### src/hdl/itoa_pkg.sv
package itoa_pkg;

   // word width of the conversion
   localparam int VALUE_BITS = 32;
   localparam int VALUE_IN_BITS = 32;
   localparam int RADIX_BITS = 5;
   localparam int CHAR_BITS = 7;

   // deepest digit stack: every bit of a radix-2 conversion
   localparam int STACK_DEPTH = VALUE_BITS;
   localparam int DEPTH_BITS = $clog2(STACK_DEPTH + 1);
   localparam int BIT_CNT_BITS = $clog2(VALUE_BITS);

   localparam logic [RADIX_BITS-1:0] RADIX_MIN = RADIX_BITS'(2);
   localparam logic [RADIX_BITS-1:0] RADIX_MAX = RADIX_BITS'(16);

   localparam logic [CHAR_BITS-1:0] CH_ZERO  = CHAR_BITS'(48);
   localparam logic [CHAR_BITS-1:0] CH_A     = CHAR_BITS'(97);
   localparam logic [CHAR_BITS-1:0] CH_MINUS = CHAR_BITS'(45);
   localparam logic [3:0]           DEC_TEN  = 4'd10;

   typedef logic [3:0] digit_type;

   // map one digit to its lowercase ASCII code
   function automatic logic [CHAR_BITS-1:0] digit_to_char(input digit_type d);
      logic [CHAR_BITS-1:0] c;
      if (d >= DEC_TEN) begin
         c = CH_A + CHAR_BITS'(d - DEC_TEN);
      end else begin
         c = CH_ZERO + CHAR_BITS'(d);
      end
      return c;
   endfunction

endpackage

### src/hdl/integer_to_radix_ascii_core.sv
// Integer to ASCII conversion in radix 2 to 16.
// Input channel req_*: one transfer carries a value, a radix and a signed
// flag. req_stall stays high from the accepting edge until the last digit
// of that value has been computed and the character stream is drained from
// the digit stack, so only one conversion is in flight.
// Result channel rsp_*: one transfer per character, most significant
// first, '-' leading for a negative signed value, rsp_last on the final one.
// Radix 0/1 acts as 2, radix 17..31 acts as 16.
// Each digit is one bit-serial long division of the whole word by the
// radix through a 5-bit remainder stage. All digits of an item are
// divided out first, then one character is sent per cycle while
// rsp_stall is low, with one more character for a sign; radix 2 of a
// full word is the worst case.
// A stall on rsp_ holds the output register and freezes the drain; the
// division keeps running. A new item is taken once the stack has been
// emptied into the output register, even while the final character waits.
// Reset (synchronous, active high) empties the output register and returns
// the sequencer to idle; the digit stack needs no clearing.
module integer_to_radix_ascii_core
   import itoa_pkg::*;
(
   input  logic                     clock,
   input  logic                     reset,
   input  logic                     req_valid,
   output logic                     req_stall,
   input  logic [VALUE_IN_BITS-1:0] req_value,
   input  logic [RADIX_BITS-1:0]    req_radix,
   input  logic                     req_signed_mode,
   output logic                     rsp_valid,
   input  logic                     rsp_stall,
   output logic [CHAR_BITS-1:0]     rsp_character,
   output logic                     rsp_last
);

   typedef enum logic [1:0] {
      ST_IDLE,
      ST_DIV,
      ST_SIGN,
      ST_EMIT
   } state_type;

   state_type                 state_ff, state_in;
   logic [VALUE_BITS-1:0]     quot_ff, quot_in;
   logic [3:0]                rem_ff, rem_in;
   logic [RADIX_BITS-1:0]     base_ff, base_in;
   logic                      neg_ff, neg_in;
   logic                      nz_ff, nz_in;
   logic [BIT_CNT_BITS-1:0]   bit_cnt_ff, bit_cnt_in;
   logic [DEPTH_BITS-1:0]     depth_ff, depth_in;
   digit_type                 stack_ff [STACK_DEPTH];
   digit_type                 stack_in [STACK_DEPTH];
   logic                      rsp_valid_ff, rsp_valid_in;
   logic [CHAR_BITS-1:0]      rsp_character_ff, rsp_character_in;
   logic                      rsp_last_ff, rsp_last_in;

   logic                      req_xfer;
   logic                      out_free;
   logic [VALUE_BITS-1:0]     word;
   logic [RADIX_BITS-1:0]     rem_shift;
   logic                      rem_ge;
   logic [RADIX_BITS-1:0]     rem_next;
   logic                      last_bit;

   assign req_stall     = (state_ff != ST_IDLE);
   assign req_xfer      = req_valid && !req_stall;
   assign out_free      = !rsp_valid_ff || !rsp_stall;
   assign rsp_valid     = rsp_valid_ff;
   assign rsp_character = rsp_character_ff;
   assign rsp_last      = rsp_last_ff;

   assign word = VALUE_BITS'(req_value);

   // one restoring step of the long division: bring down the next bit
   assign rem_shift = {rem_ff, quot_ff[VALUE_BITS-1]};
   assign rem_ge    = (rem_shift >= base_ff);
   assign rem_next  = rem_ge ? (rem_shift - base_ff) : rem_shift;
   assign last_bit  = (bit_cnt_ff == BIT_CNT_BITS'(VALUE_BITS - 1));

   always_comb begin
      state_in         = state_ff;
      quot_in          = quot_ff;
      rem_in           = rem_ff;
      base_in          = base_ff;
      neg_in           = neg_ff;
      nz_in            = nz_ff;
      bit_cnt_in       = bit_cnt_ff;
      depth_in         = depth_ff;
      stack_in         = stack_ff;
      rsp_valid_in     = rsp_valid_ff && rsp_stall;
      rsp_character_in = rsp_character_ff;
      rsp_last_in      = rsp_last_ff;

      unique case (state_ff)
         ST_IDLE: begin
            if (req_xfer) begin
               // saturate the radix into 2..16
               if (req_radix < RADIX_MIN) begin
                  base_in = RADIX_MIN;
               end else if (req_radix > RADIX_MAX) begin
                  base_in = RADIX_MAX;
               end else begin
                  base_in = req_radix;
               end
               neg_in     = req_signed_mode && word[VALUE_BITS-1];
               quot_in    = neg_in ? (~word + VALUE_BITS'(1)) : word;
               rem_in     = '0;
               nz_in      = 1'b0;
               bit_cnt_in = '0;
               depth_in   = '0;
               state_in   = ST_DIV;
            end
         end
         ST_DIV: begin
            quot_in    = {quot_ff[VALUE_BITS-2:0], rem_ge};
            rem_in     = rem_next[3:0];
            nz_in      = nz_ff || rem_ge;
            bit_cnt_in = bit_cnt_ff + BIT_CNT_BITS'(1);
            if (last_bit) begin
               // push the finished digit, restart on the quotient
               for (int i = STACK_DEPTH - 1; i > 0; i--) begin
                  stack_in[i] = stack_ff[i-1];
               end
               stack_in[0] = rem_next[3:0];
               depth_in    = depth_ff + DEPTH_BITS'(1);
               rem_in      = '0;
               nz_in       = 1'b0;
               bit_cnt_in  = '0;
               if (!(nz_ff || rem_ge)) begin
                  state_in = neg_ff ? ST_SIGN : ST_EMIT;
               end
            end
         end
         ST_SIGN: begin
            if (out_free) begin
               rsp_valid_in     = 1'b1;
               rsp_character_in = CH_MINUS;
               rsp_last_in      = 1'b0;
               state_in         = ST_EMIT;
            end
         end
         ST_EMIT: begin
            if (out_free) begin
               // pop the top digit into the output register
               rsp_valid_in     = 1'b1;
               rsp_character_in = digit_to_char(stack_ff[0]);
               rsp_last_in      = (depth_ff == DEPTH_BITS'(1));
               for (int i = 0; i < STACK_DEPTH - 1; i++) begin
                  stack_in[i] = stack_ff[i+1];
               end
               depth_in = depth_ff - DEPTH_BITS'(1);
               if (depth_ff == DEPTH_BITS'(1)) begin
                  state_in = ST_IDLE;
               end
            end
         end
         default: begin
            state_in = ST_IDLE;
         end
      endcase
   end

   always_ff @(posedge clock) begin
      if (reset) begin
         state_ff     <= ST_IDLE;
         rsp_valid_ff <= 1'b0;
         depth_ff     <= '0;
         bit_cnt_ff   <= '0;
      end else begin
         state_ff     <= state_in;
         rsp_valid_ff <= rsp_valid_in;
         depth_ff     <= depth_in;
         bit_cnt_ff   <= bit_cnt_in;
      end
      quot_ff          <= quot_in;
      rem_ff           <= rem_in;
      base_ff          <= base_in;
      neg_ff           <= neg_in;
      nz_ff            <= nz_in;
      stack_ff         <= stack_in;
      rsp_character_ff <= rsp_character_in;
      rsp_last_ff      <= rsp_last_in;
   end

   // the remainder never reaches the divisor while dividing
   a_rem_below_base: assert property (@(posedge clock) disable iff (reset)
      (state_ff == ST_DIV) |-> (rem_ff < base_ff[3:0] || base_ff == RADIX_MAX))
      else $error("division remainder out of range");

   // draining always has a digit left on the stack
   a_emit_has_digit: assert property (@(posedge clock) disable iff (reset)
      (state_ff == ST_EMIT) |-> (depth_ff != '0))
      else $error("emit with empty digit stack");

   // a new conversion only starts with the stack empty
   a_accept_empty: assert property (@(posedge clock) disable iff (reset)
      req_xfer |-> (depth_ff == '0))
      else $error("item accepted with digits pending");

   // the final character of a conversion returns the sequencer to idle
   a_last_to_idle: assert property (@(posedge clock) disable iff (reset)
      (state_ff == ST_EMIT && out_free && depth_ff == DEPTH_BITS'(1))
      |=> (state_ff == ST_IDLE && rsp_valid_ff && rsp_last_ff))
      else $error("final character not flagged");

endmodule
### config.mk
export PLATFORM = sky130hd
export DESIGN_NAME = integer_to_radix_ascii_core
export DESIGN_NICKNAME = d
export VERILOG_FILES = /design/src/hdl/itoa_pkg.sv /design/src/hdl/integer_to_radix_ascii_core.sv
export SDC_FILE = /design/constraint.sdc
export NUM_CORES = 1
export LEC_CHECK = 0
export BUFFER_PORTS_ARGS = -buffer_cell sky130_fd_sc_hd__buf_2
export CAP_MARGIN = 20
export CORE_ASPECT_RATIO = 2
export CORE_UTILIZATION = 55
export CTS_CLUSTER_SIZE = 8
export DETAILED_ROUTE_END_ITERATION = 16
export GPL_TIMING_DRIVEN = 1
export MAX_ROUTING_LAYER = met4
export PLACE_DENSITY = 0.73
export SYNTH_ARGS = -nofsm -noshare
export SYNTH_HDL_FRONTEND = slang
export SYNTH_SLANG_ARGS = --single-unit
### constraint.sdc
create_clock -name clock -period 14.77 [get_ports clock]
set_clock_uncertainty 0.05 [all_clocks]
set_input_delay 1.477 -clock clock [delete_from_list [all_inputs] [get_ports clock]]
set_output_delay 1.477 -clock clock [all_outputs]
set_load 0.02 [all_outputs]
== Word-level counts from Yosys, hierarchy flattened ==
Index checks and enable logic that the tools add are counted.

* Output and inout port bits: 10
* Bits of input ports: 42
* Register bits: 193
* Word-level logic and storage cells: 129

* Add/sub/neg operators: 8
* Equality and inequality tests: 11
* Reductions and logical operators: 23
* Bitwise gates (word level): 1
* Muxes and demuxes: 38
* Order comparisons: 4

{| class="wikitable"
|+ Operator list
! kind !! count
|-
| $pmux W124 S2 || 1
|-
| $mux W128 || 1
|-
| $mux W124 || 1
|-
| $mux W32 || 2
|-
| $pmux W32 S2 || 1
|-
| $add A32 B1 Y32 const B || 1
|-
| $not A32 Y32 || 1
|-
| $mux W7 || 3
|-
| $mux W6 || 3
|-
| $pmux W6 S3 || 1
|-
| $mux W5 || 3
|-
| $pmux W7 S2 || 1
|-
| $mux W2 || 6
|-
| $mux W4 || 3
|-
| $ne A2 B2 Y1 const B || 6
|-
| $pmux W5 S2 || 1
|-
| $pmux W2 S4 || 1
|-
| $pmux W4 S2 || 1
|-
| $reduce_bool A2 Y1 || 4
|-
| $add A6 B4 Y7 const A || 1
|-
| $add A6 B5 Y7 const A || 1
|-
| $mux W1 || 7
|-
| $add A6 B1 Y6 const B || 1
|-
| $eq A6 B1 Y1 const B || 1
|-
| other kinds (22) || 33
|}

== Longest topological paths before layout ==
Gate-level depths: netlist of the first run.

* Depth in word-level cells: 5
* Gate-level depth with buffers: 10
* Depth with buffers taken out: 8

== Worst setup path before layout of the first run ==
No wires, ideal clock.

* Path kind: input -> register
* Start: in rsp_stall
* End: reg stack_ff[100] (netlist bit), enable pin
* Data required time: 14112 ps
* Cell stages on the path: 3
* Setup time: 608 ps
* Path buffers: 0
* Slack: 7314 ps
* Arrival: 6798 ps
* Cell sequence: nand3_1 nand2_1 nor2_1

* Cells in the longest elaborated chain, start to end: 4

{| class="wikitable"
|+ RTL lines
! element !! line !! text
|-
| from (decl) || integer_to_radix_ascii_core.sv:30 || <nowiki>input logic rsp_stall,</nowiki>
|-
| $logic_not A1 Y1 || integer_to_radix_ascii_core.sv:66 || <nowiki>assign out_free = !rsp_valid_ff || !rsp_stall;</nowiki>
|-
| $logic_or A1 B1 Y1 || integer_to_radix_ascii_core.sv:66 ||
|-
| $ne A2 B2 Y1 (no source line) || - ||
|-
| $reduce_and A3 Y1 (no source line) || - ||
|-
| to (signal assigned) || integer_to_radix_ascii_core.sv:179 || <nowiki>stack_ff <= stack_in;</nowiki>
|-
| to (decl) || integer_to_radix_ascii_core.sv:50 || <nowiki>digit_type stack_ff [STACK_DEPTH];</nowiki>
|}

Every way passes these cells.
A chain may end at the register's enable or synchronous reset.

== Worst setup path in the final report of the first run ==
* Start: reg bit_cnt_ff[0]
* End: reg stack_ff[70] (netlist bit), enable pin

* Cells in the longest elaborated chain, start to end: 3

{| class="wikitable"
|+ RTL lines
! element !! line !! text
|-
| from (decl) || integer_to_radix_ascii_core.sv:48 || <nowiki>logic [BIT_CNT_BITS-1:0] bit_cnt_ff, bit_cnt_in;</nowiki>
|-
| from (signal assigned) || integer_to_radix_ascii_core.sv:172 || <nowiki>bit_cnt_ff <= bit_cnt_in;</nowiki>
|-
| $eq A5 B5 Y1 || integer_to_radix_ascii_core.sv:77 || <nowiki>assign last_bit = (bit_cnt_ff == BIT_CNT_BITS'(VALUE_BITS - 1));</nowiki>
|-
| $ne A2 B2 Y1 (no source line) || - ||
|-
| $reduce_and A3 Y1 (no source line) || - ||
|}

Every way passes these cells.

==> results.yml, run 1 <==
logic_synthesis:
  synthCells: 729
  synth.avg_cell_area_um2: 12.6
  synth_top_family_by_area: "compound AO/OA/AOI/OAI gates"
  syn_area_um2: 9180
  synth-edff-count: 179
  ys_seq_elements: 193
  synth-compound-area-share_pct: 18.7
  synth-async-reset-ratio_pct: 0
  ys_types: 58
  synthSimpleGateAreaFrac_pct: 9.21
  synth_flop_cell: "edfxtp_1"
  synth_warnings: 0
  synth_mux_area_share_pct: 1.50
  synth_xor_area_share_pct: 2.86
  synth_fa_ha_area_share_pct: 2.94
  synthesis.nets: 792
  synth-seq-area-share_pct: 61.6
layout:
  seq_area_um2: 5660
  fin_cells: 974
  fin_nets: 820
  multi_input_area_um2: 3260
  synthToLayoutAreaGrowth_pct: 11.7
  final_util_pct: 63.1
  drive_above_1_share_pct: 14.2
  diodes: 0
  n_fill_cell: 1222
hold_path:
  hold_depth: 0
  min_path_type: "reg2reg"
floorplanning:
  dieArea_um2: 17200
  fp-row-count: 66
  die_w_um: 93.3
  ios: 52
  start_util_pct: 56.4
  core_um2: 16300
  die_h_um: 185
placement:
  place_ws_ns: 10.72
  numPortBuffers: 51
  dpl.cell_count: 940
  gp_routability_congestion: 0.887
  dp_hpwl_mm: 12.2
timing:
  relSlewSlack_pct: 24.1
  setup_viol: 0
  tns_ns: 0
  min_period_ns: 3.79
  rsz0062_at_grt: "no"
  timing.fmax_mhz: 264
  worst_slew_pin_slew_ns: 1.13
  drv_slew: 0
  period_share_pct: 25.7
  hold_viol: 0
  setup_slack_ns: 10.98
grt:
  grt_overflow_total: 0
  antenna_found_initial: 0
  grt_pass1_wl_mm: 30.2
  grtUsageTotal_pct: 23.4
  grt_max_degree: 118
  grt_pass1_vias: 6149
clock_tree:
  htree_levels: 4
  path_clk_slew_ns: 0.08
  cts_tree: "done"
  postCtsSetupBuffers: 0
  cts_made_buffers: 17
  cts_sinks: 193
  cts_root_buf: "clkbuf_16"
  ctsHoldBuffers: 0
  clockBufferDepth: 2
  clock_latency_ns: 0.44
  cts_resized: 0
drt:
  ant_nets: 0
  vias_per_cell: 6.23
  firstDrtPassIters: 5
  drc_errors: 0
  wl_per_cell_um: 19.1
  finalWirelength_mm: 18.6
  route.vias.total: 6069
  drt_iter0_drc: 491
worst_setup_path:
  end_kind: "flop"
  path_max_fanout: 51
  required_ns: 14.83
  crit_path_start_kind: "flop"
  crit_arrival_ns: 3.85
  r2r_cells: 8
  crit_type: "reg2reg"
power_and_ir_drop:
  p_leak_nw: 3.63
  powerDensity_nw_per_um2: 186
  peakVddDrop_uv: 97.7
flow_run:
  maxCapViolCount: 0
run_status:
  status: "completed"
layout make-up:
cell class | count | share of cell area (%)
Clock buffer | 17 | 4.15
Clock inverter | 15 | 2.04
Inverter | 28 | 1.02
Multi-Input combinational cell | 458 | 31.8
Sequential cell | 193 | 55.1
Tap cell | 204 | 2.49
Timing Repair Buffer | 59 | 3.39
critical path, cell delays in order, from the launching register on:
cell and delay [ns]:
dfxtp_1 0.40, ha_1 0.21, and3_1 0.18, ha_1 0.34
nand2b_1 0.44, nand2_1 0.17, nor2_4 0.73, buf_4 0.58
buf_16 0.31
cells in the mapped netlist, drive strengths merged (3+ instances only):
master,number,area share [%]
a211oi,3,0.25
a21o,3,0.25
a21oi,25,1.4
a22o,117,11
a31oi,15,1.0
a32oi,3,0.29
and3,4,0.27
buf,11,0.46
clkbuf,39,1.6
dfxtp,14,3.1
edfxtp,179,59
ha,20,2.7
inv,28,1.1
mux2,6,0.74
mux2i,7,0.76
nand2,46,1.9
nand2b,6,0.41
nand3,7,0.38
nand4,3,0.20
nor2,44,1.8
nor2b,6,0.41
nor3,15,0.82
nor4,7,0.64
o21ai,42,2.3
o221ai,3,0.29
or3,5,0.34
or4,7,0.61
xnor2,18,1.7
xor2,12,1.1
through the flow:
stage	power, mW	instance area, µm²	hold slack [ns]
detailed placement	1.43	9580	0.395
CTS	1.92	10200	0.424
global route	2.01	10300	0.446
floorplan	1.29	9180	0.378
finish	1.91	10300	0.421
global placement	1.40	9580	0.389
cell usage in the layout (no fill, tap or decap), drive strengths merged, types with 7 or more instances in the layout:
cell    count
a22o      117
inv        35
xnor2      18
xor2       12
o21ai      42
a21oi      25
nand3       7
a31oi      15
nor3       15
mux2i       7
clkbuf     17
or4         7
buf        59
nor2       44
ha         20
nor4        7
dfxtp      14
nand2      46
edfxtp    179
final timing paths:
check / slack (ns) / startpoint / end
worst max-delay path: 10.98 / bit_cnt_ff[0] / stack_ff[70]
worst min-delay path: 0.42 / stack_ff[7] / stack_ff[3]
worst max register to register: 10.98 / bit_cnt_ff[0] / stack_ff[70]
worst min register to register: 0.42 / stack_ff[7] / stack_ff[3]
power by group:
part / total [mW] / internal, mW / leakage (nW) / switching [mW]
sequential: 0.966 / 0.863 / 1.83 / 0.103
clock: 0.487 / 0.262 / 0.310 / 0.225
combinational: 0.460 / 0.148 / 1.49 / 0.311
total: 1.91 / 1.27 / 3.63 / 0.639
state kept, by name, summed over array words and instances (netlist names):
signal	flops
stack_ff	128
state_ff	2
quot_ff	32
rsp_last	1
bit_cnt_ff	5
rsp_valid	1
base_ff	5
nz_ff	1
rem_ff	4
depth_ff	6
rsp_character	7
neg_ff	1
logic make-up after synthesis:
group,count (synthesis)
buffers and inverters,78
AO/OA/AOI/OAI,230
multiplexers,13
XOR/XNOR,30
flip-flops,193
adder cells (fa/ha/maj),21
AND/OR/NAND/NOR,164
routing by layer:
metal  share of wire [%]  track usage (%)  vias up
met3                 2.6             3.42       38
li1                    -                -     2888
met2                  54             39.7      135
met5                   0                -        -
met4                 2.9             11.1        0
met1                  41             26.9     3008
(Power assumes the default switching activity.)
==> run 2: changes to the inputs <==
- ABC_AREA: not set -> 1
- clock period: 14.77 -> 3.7 ns (I/O delays scaled with it)
==> run 2 against run 1 <==
  * Final cell count increased by 28%
  * Cell area increased by 3.2%
  * Fmax up 47%
  * Largest power group unchanged
  * Sequential power grew to 3.7 times the previous value
  * Hold slack worse by 0.29 ns
  * Flip-flop and latch count unchanged
  * Via count grew 13%
  * Global-route usage down 0.12 points
  * Synthesized cell count rose by 35%
  * Combinational power grew to 4.5 times the previous value
  * Power increased to 3.9 times the previous value
  * Highest routed layer unchanged
==> results.yml, run 2 <==
grt:
  grt_pass1_wl_mm: 31.7
  grt_max_degree: 125
  grtUsageTotal_pct: 23.2
  grt_pass1_vias: 6868
  grt_overflow_total: 0
  antenna_found_initial: 0
clock_tree:
  cts_tree: "done"
  cts_made_buffers: 17
  cts_resized: 0
  cts_root_buf: "clkbuf_16"
  postCtsSetupBuffers: 0
  cts_sinks: 193
  htree_levels: 4
  clock_latency_ns: 0.43
  ctsHoldBuffers: 0
  clockBufferDepth: 2
  path_clk_slew_ns: 0.07
drt:
  wl_per_cell_um: 14.9
  drt_iter0_drc: 391
  vias_per_cell: 5.52
  route.vias.total: 6855
  ant_nets: 0
  drc_errors: 0
  firstDrtPassIters: 5
  finalWirelength_mm: 18.6
layout:
  synthToLayoutAreaGrowth_pct: 10.6
  max_flop_register: "stack_ff"
  largest_register_ff_count: 128
  stdcell_area_um2: 10600
  final_util_pct: 62.5
  diodes: 0
  fin_nets: 1085
  final_common_cell: "inv_1"
  drive_above_1_share_pct: 10.8
  n_fill_cell: 1412
  final_cell_mix: "inv_1 (189), edfxtp_1 (179), nand2_1 (142)"
  fin_cells: 1242
logic_synthesis:
  ys_seq_elements: 193
  synth.largest_area_cell: "edfxtp_1"
  synthesis.nets: 1049
  synthTopCellsByArea: "edfxtp_1 (56%), o22ai_1 (7.5%), inv_1 (7.5%)"
  synth-async-reset-ratio_pct: 0
  synth_warnings: 0
  synth.avg_cell_area_um2: 9.71
  ys_types: 43
  syn_area_um2: 9580
  synthCells: 986
  synth-seq-area-share_pct: 59.1
  synth_top_area_share_pct: 56.1
  synth_flop_cell: "edfxtp_1"
  synth.most_common_cell: "inv_1"
  synth-edff-count: 179
  synth_commonest_cells: "inv_1 (191), edfxtp_1 (179), nand2_1 (143)"
timing:
  drv_slew: 0
  hold_viol: 0
  rsz0062_at_grt: "no"
  period_share_pct: 69.8
  tns_ns: 0
  worst_slew_pin_slew_ns: 0.773
  setup_viol: 0
  min_period_ns: 2.58
  timing.fmax_mhz: 387
  relSlewSlack_pct: 48.5
hold_path:
  min_path_type: "in2reg"
  worstHoldStart: "req_radix[4]"
  hold_depth: 1
  min_to: "base_ff[4]"
worst_setup_path:
  max_stage_delay_ns: 0.69
  crit_arrival_ns: 2.70
  end_kind: "flop"
  crit_buf_inv: 2
  crit_chain: "ha_1, clkinv_2, nand2_4, buf_4, o22ai_1"
  cpLargestDelayFamily: "adder cells"
  reg2reg_setup_slack_ns: 1.12
  crit_type: "reg2reg"
  r2r_cells: 5
  crit_slowest_cell: "ha_1"
  crit_path_start_kind: "flop"
  r2r_start: "state_ff[1]"
  worst_r2r_endpoint: "stack_ff[72]"
  required_ns: 3.82
  path_max_fanout: 66
floorplanning:
  die_w_um: 95.3
  core_um2: 16900
  start_util_pct: 56.5
  die_h_um: 189
  fp-row-count: 67
  dieArea_um2: 18000
  ios: 52
power_and_ir_drop:
  powerDensity_nw_per_um2: 704
  peakVddDrop_uv: 490
  design_power_total_mw: 7.46
  p_leak_nw: 4.37
placement:
  dpl.cell_count: 1209
  placed_cell_area_um2: 9990
  dp_hpwl_mm: 12.8
  gp_routability_congestion: 0.850
  numPortBuffers: 51
flow_run:
  maxCapViolCount: 0
run_status:
  status: "completed"
==> run 2: worst max-delay path by stage <==
stage,startpoint,slack (ns),cells past startpoint,endpoint
after floorplan,bit_cnt_ff[0],0.21,8,stack_ff[100]
after global placement,state_ff[1],1.15,5,stack_ff[44]
after detailed placement,state_ff[1],1.12,5,stack_ff[48]
after CTS,state_ff[1],1.09,5,stack_ff[100]
after global routing,state_ff[1],0.90,5,stack_ff[80]
final,state_ff[1],1.12,5,stack_ff[72]
==> run 2: where the power goes <==
group          internal, mW  leakage [nW]  switching, mW
registers              3.35          1.82          0.259
clock network         0.992         0.270          0.773
logic                 0.601          2.28           1.48
==> run 2: logic make-up (layout without fill, tap and decap cells) <==
logic type                 Yosys count  count (layout)  share of synthesized area (%)
AOI/OAI and AO/OA                  209             209                           13.1
xor gates and xnor gates             9               9                          0.823
adders and majority gates           21              21                           2.82
buffers and inverters              238             287                           9.70
DFF                                193             193                           59.1
and+or+nand+nor                    316             316                           14.5
==> run 2: final cells by class <==
cell class	count	area, µm²	share of cell area (%)
flip-flops and latches	193	5660	53.4
multi-input cells	555	3000	28.3
inverters	197	752	7.10
clock buffers	18	429	4.05
repair buffers	58	353	3.33
well taps	207	259	2.45
clock inverters	14	139	1.31
==> run 2: metrics by stage <==
stage | worst slack, ns | hold WS, ns
after floorplan | 0.213 | 0.377
after global placement | 1.15 | 0.384
after detailed placement | 1.12 | 0.389
after CTS | 1.09 | 0.115
after global routing | 0.899 | 0.134
final | 1.12 | 0.131
==> run 2: metal layers <==
layer	GRT usage, %	wire length [µm]	share of wire, %	vias up
met2	39.7	10200	55	141
met4	11.0	675	3.6	0
met3	3.07	437	2.4	39
met1	26.3	7280	39	3239
met5	-	0	0	-
li1	-	-	-	3436
